<file path="src/design/gaa_pkg.sv">
// ----------------------------------------------------------------------------
// gaa_pkg
// Shared types, codes and constants of the gravity acceleration accumulator.
// ----------------------------------------------------------------------------
package gaa_pkg;

  localparam int unsigned POS_W   = 48;
  localparam int unsigned MASS_W  = 48;
  localparam int unsigned RANGE_W = 47;
  localparam int unsigned IDX_W   = 10;
  localparam int unsigned ACC_W   = 64;

  // G scaled by 2^64, rounded
  localparam logic [30:0] GQ64 = 31'd1230634299;

  localparam int unsigned OP_W = 4;
  localparam logic [OP_W-1:0] OP_LOAD   = 4'd0;
  localparam logic [OP_W-1:0] OP_MUL_XX = 4'd1;
  localparam logic [OP_W-1:0] OP_MUL_YY = 4'd2;
  localparam logic [OP_W-1:0] OP_MUL_RR = 4'd3;
  localparam logic [OP_W-1:0] OP_SQRT   = 4'd4;
  localparam logic [OP_W-1:0] OP_MUL_R2 = 4'd5;
  localparam logic [OP_W-1:0] OP_MUL_R3 = 4'd6;
  localparam logic [OP_W-1:0] OP_MUL_MG = 4'd7;
  localparam logic [OP_W-1:0] OP_MUL_NX = 4'd8;
  localparam logic [OP_W-1:0] OP_MUL_NY = 4'd9;
  localparam logic [OP_W-1:0] OP_DIV_X  = 4'd10;
  localparam logic [OP_W-1:0] OP_DIV_Y  = 4'd11;
  localparam logic [OP_W-1:0] OP_HIT    = 4'd12;
  localparam logic [OP_W-1:0] OP_EMIT   = 4'd13;

  typedef struct packed {
    logic signed [POS_W-1:0] self_x;
    logic signed [POS_W-1:0] self_y;
    logic                    self_static;
    logic signed [POS_W-1:0] other_x;
    logic signed [POS_W-1:0] other_y;
    logic [MASS_W-1:0]       other_mass;
    logic                    other_static;
    logic                    other_is_self;
    logic [IDX_W-1:0]        other_index;
    logic                    last;
  } gaa_in_t;

  typedef struct packed {
    logic signed [ACC_W-1:0] accel_x;
    logic signed [ACC_W-1:0] accel_y;
    logic                    accel_written;
    logic                    self_destroyed;
    logic                    other_destroyed;
    logic [IDX_W-1:0]        destroyed_index;
  } gaa_out_t;

  typedef struct packed {
    logic            start;
    logic [OP_W-1:0] op;
  } gaa_cmd_t;

  typedef struct packed {
    logic done;
    logic skip;
    logic coll;
    logic rzero;
    logic last;
  } gaa_stat_t;

endpackage

</file>
<file path="src/design/gaa_ctrl.sv">
// ----------------------------------------------------------------------------
// gaa_ctrl
// Sequencer: steps the datapath through one body and owns both handshakes.
// ----------------------------------------------------------------------------
module gaa_ctrl import gaa_pkg::*; (
  input  logic      clk_i,
  input  logic      rst_ni,
  input  logic      in_valid_i,
  output logic      in_ready_o,
  output logic      out_valid_o,
  input  logic      out_ready_i,
  input  gaa_stat_t stat_i,
  output gaa_cmd_t  cmd_o
);

  localparam logic [3:0] S_IDLE = 4'd0;
  localparam logic [3:0] S_EVAL = 4'd1;
  localparam logic [3:0] S_XX   = 4'd2;
  localparam logic [3:0] S_YY   = 4'd3;
  localparam logic [3:0] S_RR   = 4'd4;
  localparam logic [3:0] S_CMP  = 4'd5;
  localparam logic [3:0] S_SQRT = 4'd6;
  localparam logic [3:0] S_R2   = 4'd7;
  localparam logic [3:0] S_R3   = 4'd8;
  localparam logic [3:0] S_MG   = 4'd9;
  localparam logic [3:0] S_NX   = 4'd10;
  localparam logic [3:0] S_DX   = 4'd11;
  localparam logic [3:0] S_NY   = 4'd12;
  localparam logic [3:0] S_DY   = 4'd13;
  localparam logic [3:0] S_FIN  = 4'd14;

  logic [3:0]      state_q, state_d, nxt_w;
  logic            wait_q, wait_d;
  logic            out_valid_q, out_valid_d;
  logic            unit_w;
  logic [OP_W-1:0] op_w;
  gaa_cmd_t        cmd_w;

  always_comb begin
    state_d     = state_q;
    wait_d      = wait_q;
    unit_w      = 1'b0;
    op_w        = OP_LOAD;
    nxt_w       = S_IDLE;
    cmd_w.start = 1'b0;
    cmd_w.op    = OP_LOAD;
    unique case (state_q)
      S_IDLE: begin
        if (in_valid_i) begin
          cmd_w.start = 1'b1;
          cmd_w.op    = OP_LOAD;
          state_d     = S_EVAL;
        end
      end
      S_EVAL: state_d = stat_i.skip ? S_FIN : S_XX;
      S_XX:   begin unit_w = 1'b1; op_w = OP_MUL_XX; nxt_w = S_YY;   end
      S_YY:   begin unit_w = 1'b1; op_w = OP_MUL_YY; nxt_w = S_RR;   end
      S_RR:   begin unit_w = 1'b1; op_w = OP_MUL_RR; nxt_w = S_CMP;  end
      S_CMP: begin
        if (stat_i.coll) begin
          cmd_w.start = 1'b1;
          cmd_w.op    = OP_HIT;
          state_d     = S_FIN;
        end else begin
          state_d = S_SQRT;
        end
      end
      S_SQRT: begin unit_w = 1'b1; op_w = OP_SQRT; nxt_w = S_R2; end
      S_R2: begin
        if (!wait_q && stat_i.rzero) begin
          state_d = S_FIN;
        end else begin
          unit_w = 1'b1; op_w = OP_MUL_R2; nxt_w = S_R3;
        end
      end
      S_R3:   begin unit_w = 1'b1; op_w = OP_MUL_R3; nxt_w = S_MG;  end
      S_MG:   begin unit_w = 1'b1; op_w = OP_MUL_MG; nxt_w = S_NX;  end
      S_NX:   begin unit_w = 1'b1; op_w = OP_MUL_NX; nxt_w = S_DX;  end
      S_DX:   begin unit_w = 1'b1; op_w = OP_DIV_X;  nxt_w = S_NY;  end
      S_NY:   begin unit_w = 1'b1; op_w = OP_MUL_NY; nxt_w = S_DY;  end
      S_DY:   begin unit_w = 1'b1; op_w = OP_DIV_Y;  nxt_w = S_FIN; end
      S_FIN: begin
        if (!stat_i.last) begin
          state_d = S_IDLE;
        end else if (!out_valid_q || out_ready_i) begin
          cmd_w.start = 1'b1;
          cmd_w.op    = OP_EMIT;
          state_d     = S_IDLE;
        end
      end
      default: state_d = S_IDLE;
    endcase
    if (unit_w) begin
      cmd_w.op = op_w;
      if (!wait_q) begin
        cmd_w.start = 1'b1;
        wait_d      = 1'b1;
      end else if (stat_i.done) begin
        wait_d  = 1'b0;
        state_d = nxt_w;
      end
    end
  end

  always_comb begin
    out_valid_d = out_valid_q;
    if (cmd_w.start && cmd_w.op == OP_EMIT) begin
      out_valid_d = 1'b1;
    end else if (out_ready_i) begin
      out_valid_d = 1'b0;
    end
  end

  always_ff @(posedge clk_i or negedge rst_ni) begin
    if (!rst_ni) begin
      state_q     <= S_IDLE;
      wait_q      <= 1'b0;
      out_valid_q <= 1'b0;
    end else begin
      state_q     <= state_d;
      wait_q      <= wait_d;
      out_valid_q <= out_valid_d;
    end
  end

  assign in_ready_o  = state_q == S_IDLE;
  assign out_valid_o = out_valid_q;
  assign cmd_o       = cmd_w;

endmodule

</file>
<file path="config.mk">
export PLATFORM = sky130hd
export DESIGN_NAME = gaa_ctrl
export DESIGN_NICKNAME = d
export VERILOG_FILES = /design/src/design/gaa_pkg.sv /design/src/design/gaa_ctrl.sv
export SDC_FILE = /design/constraint.sdc
export NUM_CORES = 1
export LEC_CHECK = 0
export BUFFER_PORTS_ARGS = -buffer_cell sky130_fd_sc_hd__buf_2
export CAP_MARGIN = 25
export CORE_MARGIN = 2
export CORE_UTILIZATION = 45
export DETAILED_ROUTE_END_ITERATION = 10
export PLACE_DENSITY = 0.72
export SYNTH_ARGS = -nofsm -noshare
export SYNTH_HDL_FRONTEND = slang
export SYNTH_SLANG_ARGS = --single-unit
</file>
<file path="constraint.sdc">
create_clock -name clk_i -period 1.5 [get_ports clk_i]
set_clock_uncertainty 0.15 [all_clocks]
set_input_delay 0.225 -clock clk_i [delete_from_list [all_inputs] [get_ports clk_i]]
set_output_delay 0.225 -clock clk_i [all_outputs]
set_load 0.005 [all_outputs]
</file>
After elaboration in Yosys (flattened, before gate mapping)
Index checks and enable logic that the tools add are counted.
{"block": "totals", "register_bits": 6, "input_bits": 9, "out_inout_bits": 7, "word_cells": 53}
{"block": "classes", "n_eq_ne": 15, "muxes": 27, "reduce_logical": 8}
{"op": "one-hot mux 4 bit (11 select lines)", "n": 2}
{"op": "two-way mux 4 bit", "n": 10}
{"op": "== test 4 bit, second input constant", "n": 8}
{"op": "two-way mux 5 bit", "n": 5}
{"op": "one-hot mux 4 bit (6 select lines)", "n": 1}
{"op": "== test 4 x 3 -> 1 bit, second input constant", "n": 4}
{"op": "one-hot mux 5 bit (3 select lines)", "n": 1}
{"op": "OR reduction 10 bit", "n": 1}
{"op": "== test 4 x 2 -> 1 bit, second input constant", "n": 2}
{"op": "two-way mux 1 bit", "n": 6}
{"op": "== test 4 x 1 -> 1 bit, second input constant", "n": 1}
{"op": "zero test 4 bit", "n": 1}
{"op": "two-way mux 3 bit", "n": 1}
{"op": "logical AND 1 bit", "n": 2}
{"op": "zero test 1 bit", "n": 2}
{"op": "one-hot mux 1 bit (2 select lines)", "n": 1}
{"op": "nonzero test 2 bit", "n": 1}
{"op": "logical OR 1 bit", "n": 1}

Logic depth before layout (Yosys ltp)
{"block": "depth", "ltp_word": 10, "depth_mapped": 6, "ltp_nobuf": 4}

Least setup slack after synthesis
No wires, ideal clock.
{"block": "synth_path", "path_kind": "register to register", "start": "register state_q[2]", "end": "register state_q[2]", "setup_time_ns": 0.079, "t_arrival_ns": 1.414, "required_time_ns": 1.271, "setup_slack_ns": -0.143, "path_stages_with_launch": 7, "n_path_buf": 2, "synth_period_minus_slack_ns": 1.643, "path_cell_list": "dfrtp_1 buf_6 and2_4 buf_6 a211o_1 nor2b_4 mux2i_1"}
{"block": "synth_via", "elab_chain_cells": 6, "word_cells_on_any_way": 26, "classes_between": "14 x eq/ne; 10 x mux; 2 x reduce/logical"}
{"item": "from (decl)", "line": "gaa_ctrl.sv:32", "rtl": "logic [3:0] state_q, state_d, nxt_w;"}
{"item": "from (signal assigned)", "line": "gaa_ctrl.sv:120", "rtl": "state_q <= state_d;"}
{"item": "== test 4 bit, or another cell as far along", "line": "gaa_ctrl.sv:47", "rtl": "unique case (state_q)"}
{"item": "OR reduction 10 bit (no source line) / two-way mux 4 bit (equally long branches)"}
{"item": "one-hot mux 4 bit (6 select lines)", "line": "gaa_ctrl.sv:47"}
{"item": "two-way mux 4 bit", "line": "gaa_ctrl.sv:98", "rtl": "end else if (stat_i.done) begin"}
{"item": "two-way mux 4 bit", "line": "gaa_ctrl.sv:95", "rtl": "if (!wait_q) begin"}
{"item": "two-way mux 4 bit (*)", "line": "gaa_ctrl.sv:93", "rtl": "if (unit_w) begin"}
{"item": "net state_d[2]", "line": "gaa_ctrl.sv:32"}
The timed path passes the listed nets; every way through them passes the cells marked *.
A chain may end at the register's enable or synchronous reset.

==> run_summary.xml <==
<?xml version="1.0" encoding="UTF-8"?>
<metrics>
  <group name="outcome">
    <metric name="result_of_the_run" unit="">complete, but fails checks</metric>
    <metric name="failing_checks" unit="">setup timing</metric>
  </group>
  <group name="worst_setup_path">
    <metric name="critical_path.startpoint_type" unit="">flop</metric>
    <metric name="cp_max_fo" unit="">5</metric>
    <metric name="setup.worst_path.class" unit="">flop to output pin</metric>
    <metric name="cp-end-kind" unit="">output pin</metric>
    <metric name="worstPathArrival" unit="ns">1.47</metric>
    <metric name="critical_path_required" unit="ns">1.12</metric>
  </group>
  <group name="yosys">
    <metric name="post_synth_num_cell_types" unit="">32</metric>
    <metric name="synth_top_area_frac" unit="">0.2358</metric>
    <metric name="yosys-top-cells-area" unit="">sky130_fd_sc_hd__dfrtp_1 24%, sky130_fd_sc_hd__mux2i_1 6.3%, sky130_fd_sc_hd__o21ai_0 5.5%, sky130_fd_sc_hd__nand2_1 5.3%, sky130_fd_sc_hd__nor2b_1 3.9%</metric>
    <metric name="synth-compound-area-share" unit="">0.2967</metric>
    <metric name="synth_simple_gate_area_share" unit="">0.3104</metric>
    <metric name="dominant_combinational_cell_family_by_area_after_synthesis" unit="">simple AND/OR/NAND/NOR gates</metric>
    <metric name="synth_fp_nets" unit="">92</metric>
    <metric name="synthesis.area_per_instance" unit="sq um">7.673</metric>
    <metric name="synth_adder_area_share" unit="">0</metric>
    <metric name="yosys_warnings" unit="">0</metric>
    <metric name="post_synth_xor_area_fraction" unit="">0</metric>
    <metric name="syn-instance-count" unit="">83</metric>
    <metric name="postSynthRegisterBits" unit="">6</metric>
    <metric name="yosys-mux-area-fraction" unit="">0.06287</metric>
    <metric name="synth_seq_area_share" unit="">0.2358</metric>
    <metric name="syn-cell-area" unit="sq um">636.9</metric>
    <metric name="yosysTopAreaCell" unit="">sky130_fd_sc_hd__dfrtp_1</metric>
  </group>
  <group name="clock_network">
    <metric name="clk_pin_slew" unit="ns">0.04</metric>
    <metric name="worst_skew_pair.late_latency" unit="ns">0.25</metric>
    <metric name="clock_tree.root_cell" unit="">sky130_fd_sc_hd__clkbuf_4</metric>
    <metric name="tritoncts" unit="">yes</metric>
    <metric name="cts.sinks" unit="">6</metric>
    <metric name="cts_max_level" unit="">1</metric>
    <metric name="cts_made_buffers" unit="">3</metric>
    <metric name="cts-root-to-sink-buffers" unit="">2</metric>
  </group>
  <group name="die">
    <metric name="die_height" unit="microns">41.62</metric>
    <metric name="ios" unit="">16</metric>
    <metric name="design.die.area" unit="sq um">1732</metric>
    <metric name="die_width" unit="microns">41.62</metric>
    <metric name="row_count" unit="">13</metric>
    <metric name="fp.coreArea" unit="sq um">1318</metric>
    <metric name="initial_core_util" unit="">0.4834</metric>
  </group>
  <group name="timing">
    <metric name="timing_max_transition_violations_final" unit="">0</metric>
    <metric name="setup_viol" unit="">11</metric>
    <metric name="finalWorstSetupSlack" unit="ns">-0.3429</metric>
    <metric name="worst_slew_pin_slew" unit="ns">0.2987</metric>
    <metric name="grt_setup_unrepaired" unit="">true</metric>
    <metric name="max_freq" unit="MHz">542.6</metric>
    <metric name="final.min_clock_period" unit="ns">1.843</metric>
    <metric name="min_period_over_period" unit="">1.229</metric>
    <metric name="slew_headroom" unit="">0.8004</metric>
    <metric name="hold_viol" unit="">0</metric>
    <metric name="hold_slack" unit="ns">0.1515</metric>
  </group>
  <group name="global_route">
    <metric name="grtUsageTotal" unit="">0.2631</metric>
    <metric name="vias_in_the_first_global_route" unit="">803</metric>
    <metric name="largest_net_degree_at_the_start_of_global_routing" unit="">13</metric>
    <metric name="number_of_antenna_violations_at_the_first_check_in_global_routing" unit="">0</metric>
    <metric name="gr-total-overflow" unit="">0</metric>
    <metric name="grt_pass1_wl" unit="microns">3581</metric>
  </group>
  <group name="cells_and_area">
    <metric name="area.sequential" unit="sq um">155.1</metric>
    <metric name="area_growth" unit="%">67.19</metric>
    <metric name="final_layout_size_suffix_gt1_frac" unit="">0.5827</metric>
    <metric name="fillCellCount" unit="">80</metric>
    <metric name="cell_area_after_layout" unit="sq um">1065</metric>
    <metric name="antennaDiodeCount" unit="">0</metric>
    <metric name="layout.cells.most_common_list" unit="">28 x sky130_fd_sc_hd__buf_4, 15 x sky130_fd_sc_hd__buf_2, 9 x sky130_fd_sc_hd__nand2_1</metric>
    <metric name="mostFrequentLayoutCell" unit="">sky130_fd_sc_hd__buf_4</metric>
    <metric name="finalNetCount" unit="">138</metric>
    <metric name="multi_input_combinational_cell_area" unit="sq um">496.7</metric>
  </group>
  <group name="drt">
    <metric name="detail_route.iter0.violations" unit="">32</metric>
    <metric name="detail-route-antenna-nets" unit="">0</metric>
    <metric name="vias" unit="">822</metric>
    <metric name="drt_first_pass_iters" unit="">4</metric>
    <metric name="wl_per_cell" unit="microns">15.89</metric>
    <metric name="route.detailed.drc" unit="">0</metric>
    <metric name="vias_per_cell" unit="">5.789</metric>
    <metric name="totalWireLength" unit="microns">2257</metric>
  </group>
  <group name="pwr">
    <metric name="pwr_density_cell" unit="nW/um^2">2188</metric>
    <metric name="vdd_drop_max" unit="mV">1.506</metric>
    <metric name="power_leakage" unit="nW">0.5115</metric>
    <metric name="fin_total_pwr" unit="mW">2.330</metric>
  </group>
  <group name="place">
    <metric name="io_buffer_count" unit="">15</metric>
    <metric name="placedInstanceArea" unit="sq um">874.6</metric>
    <metric name="place_hpwl" unit="microns">1486</metric>
    <metric name="post-place-ws" unit="ns">-0.1445</metric>
    <metric name="place.gp.congestion" unit="">0.8647</metric>
  </group>
  <group name="run">
    <metric name="drv.max_cap_violation_count" unit="">0</metric>
  </group>
  <group name="min_path">
    <metric name="hp-class" unit="">input port to flop</metric>
  </group>
</metrics>
## worst max-delay path, stage by stage (launching register included)
cell                       delay, ns
sky130_fd_sc_hd__dfrtp_2        0.44
sky130_fd_sc_hd__and2_4         0.20
sky130_fd_sc_hd__nand4_1        0.14
sky130_fd_sc_hd__and2_1         0.21
sky130_fd_sc_hd__o211ai_1       0.10
sky130_fd_sc_hd__buf_2          0.14
## stage by stage
step	std cells	setup TNS, ns	util
2_1_floorplan	83	-0.4366	-
3_3_place_gp	129	-0.5679	0.6638
3_5_place_dp	129	-0.7857	0.6638
4_1_cts	139	-2.440	0.7721
5_1_grt	142	-3.352	0.8082
6_report	142	-2.814	0.8082
## layout make-up
type,count,share of cell area
inverter,3,0.01058
tap,15,0.01763
timing repair buffer,49,0.3384
clock buffer,3,0.02115
sequential,6,0.1457
multi-input combinational,66,0.4665
## final timing paths
path | start | endpoint | slack, ns | cells after the start
worst max register to register | state_q[3]$_DFF_PN0_ | state_q[2]$_DFF_PN0_ | -0.31 | 5
worst min register to register | out_valid_o$_DFFE_PN0P_ | out_valid_o$_DFFE_PN0P_ | 0.41 | 2
worst max-delay path | state_q[3]$_DFF_PN0_ | cmd_o[4] | -0.34 | 5
max in group asynchronous | rst_ni | state_q[2]$_DFF_PN0_ | 0.85 | 2
worst min-delay path | out_ready_i | out_valid_o$_DFFE_PN0P_ | 0.15 | 3
min in group asynchronous | rst_ni | state_q[1]$_DFF_PN0_ | 0.19 | 2
## flip-flops by register name, indices dropped and copies added (netlist names)
name         flops
out_valid_o      1
wait_q           1
state_q          4
## logic make-up after synthesis
group,count (synthesis)
multiplexers,4
AND/OR/NAND/NOR,36
flip-flops,6
AO/OA/AOI/OAI,26
buffers and inverters,11
## routing by layer
| metal | global-route usage | wire length, microns | up-vias | part of all wire |
|---|---|---|---|---|
| li1 | - | - | 393 | - |
| met1 | 0.3280 | 908 | 392 | 0.40 |
| met2 | 0.4313 | 1153 | 31 | 0.51 |
| met3 | 0.07391 | 146 | 6 | 0.065 |
| met4 | 0.09032 | 48 | 0 | 0.021 |
| met5 | 0 | 0 | - | 0 |
## repair_timing
action	in CTS	in global routing
endpoints found under the setup margin	11	11
gates resized for setup	19	9
endpoints found under the hold margin	6	0
setup buffers	6	3
hold buffers	1	0
pin swaps	7	0
## cells in the mapped netlist
library cell / instances
sky130_fd_sc_hd__nand2_1: 9
sky130_fd_sc_hd__o21ai_0: 7
sky130_fd_sc_hd__dfrtp_1: 6
sky130_fd_sc_hd__nor2_1: 5
sky130_fd_sc_hd__a21oi_1: 4
sky130_fd_sc_hd__mux2i_1: 4
sky130_fd_sc_hd__nand3_1: 4
sky130_fd_sc_hd__nor2b_1: 4
sky130_fd_sc_hd__nor3_1: 4
sky130_fd_sc_hd__buf_2: 3
sky130_fd_sc_hd__clkbuf_1: 3
sky130_fd_sc_hd__inv_1: 3
sky130_fd_sc_hd__nand2b_1: 3
sky130_fd_sc_hd__a211oi_1: 2
sky130_fd_sc_hd__a22oi_1: 2
sky130_fd_sc_hd__a311o_1: 2
sky130_fd_sc_hd__buf_6: 2
sky130_fd_sc_hd__o22ai_1: 2
sky130_fd_sc_hd__a211o_1: 1
sky130_fd_sc_hd__a211oi_2: 1
sky130_fd_sc_hd__a21o_1: 1
sky130_fd_sc_hd__a221oi_1: 1
sky130_fd_sc_hd__and2_1: 1
sky130_fd_sc_hd__and2_4: 1
sky130_fd_sc_hd__nand4_1: 1
sky130_fd_sc_hd__nand4b_1: 1
sky130_fd_sc_hd__nand4bb_1: 1
sky130_fd_sc_hd__nor2b_4: 1
sky130_fd_sc_hd__o211a_1: 1
sky130_fd_sc_hd__o211ai_1: 1
sky130_fd_sc_hd__o311ai_2: 1
sky130_fd_sc_hd__or2_2: 1
## power breakdown
part,switching [mW],leakage [nW],total [mW],internal (mW)
clock,0.0600,0.0138,0.151,0.0906
combinational,0.849,0.429,1.83,0.979
sequential,0.111,0.0686,0.351,0.240
Note: power is estimated with default switching activity, not from simulation.
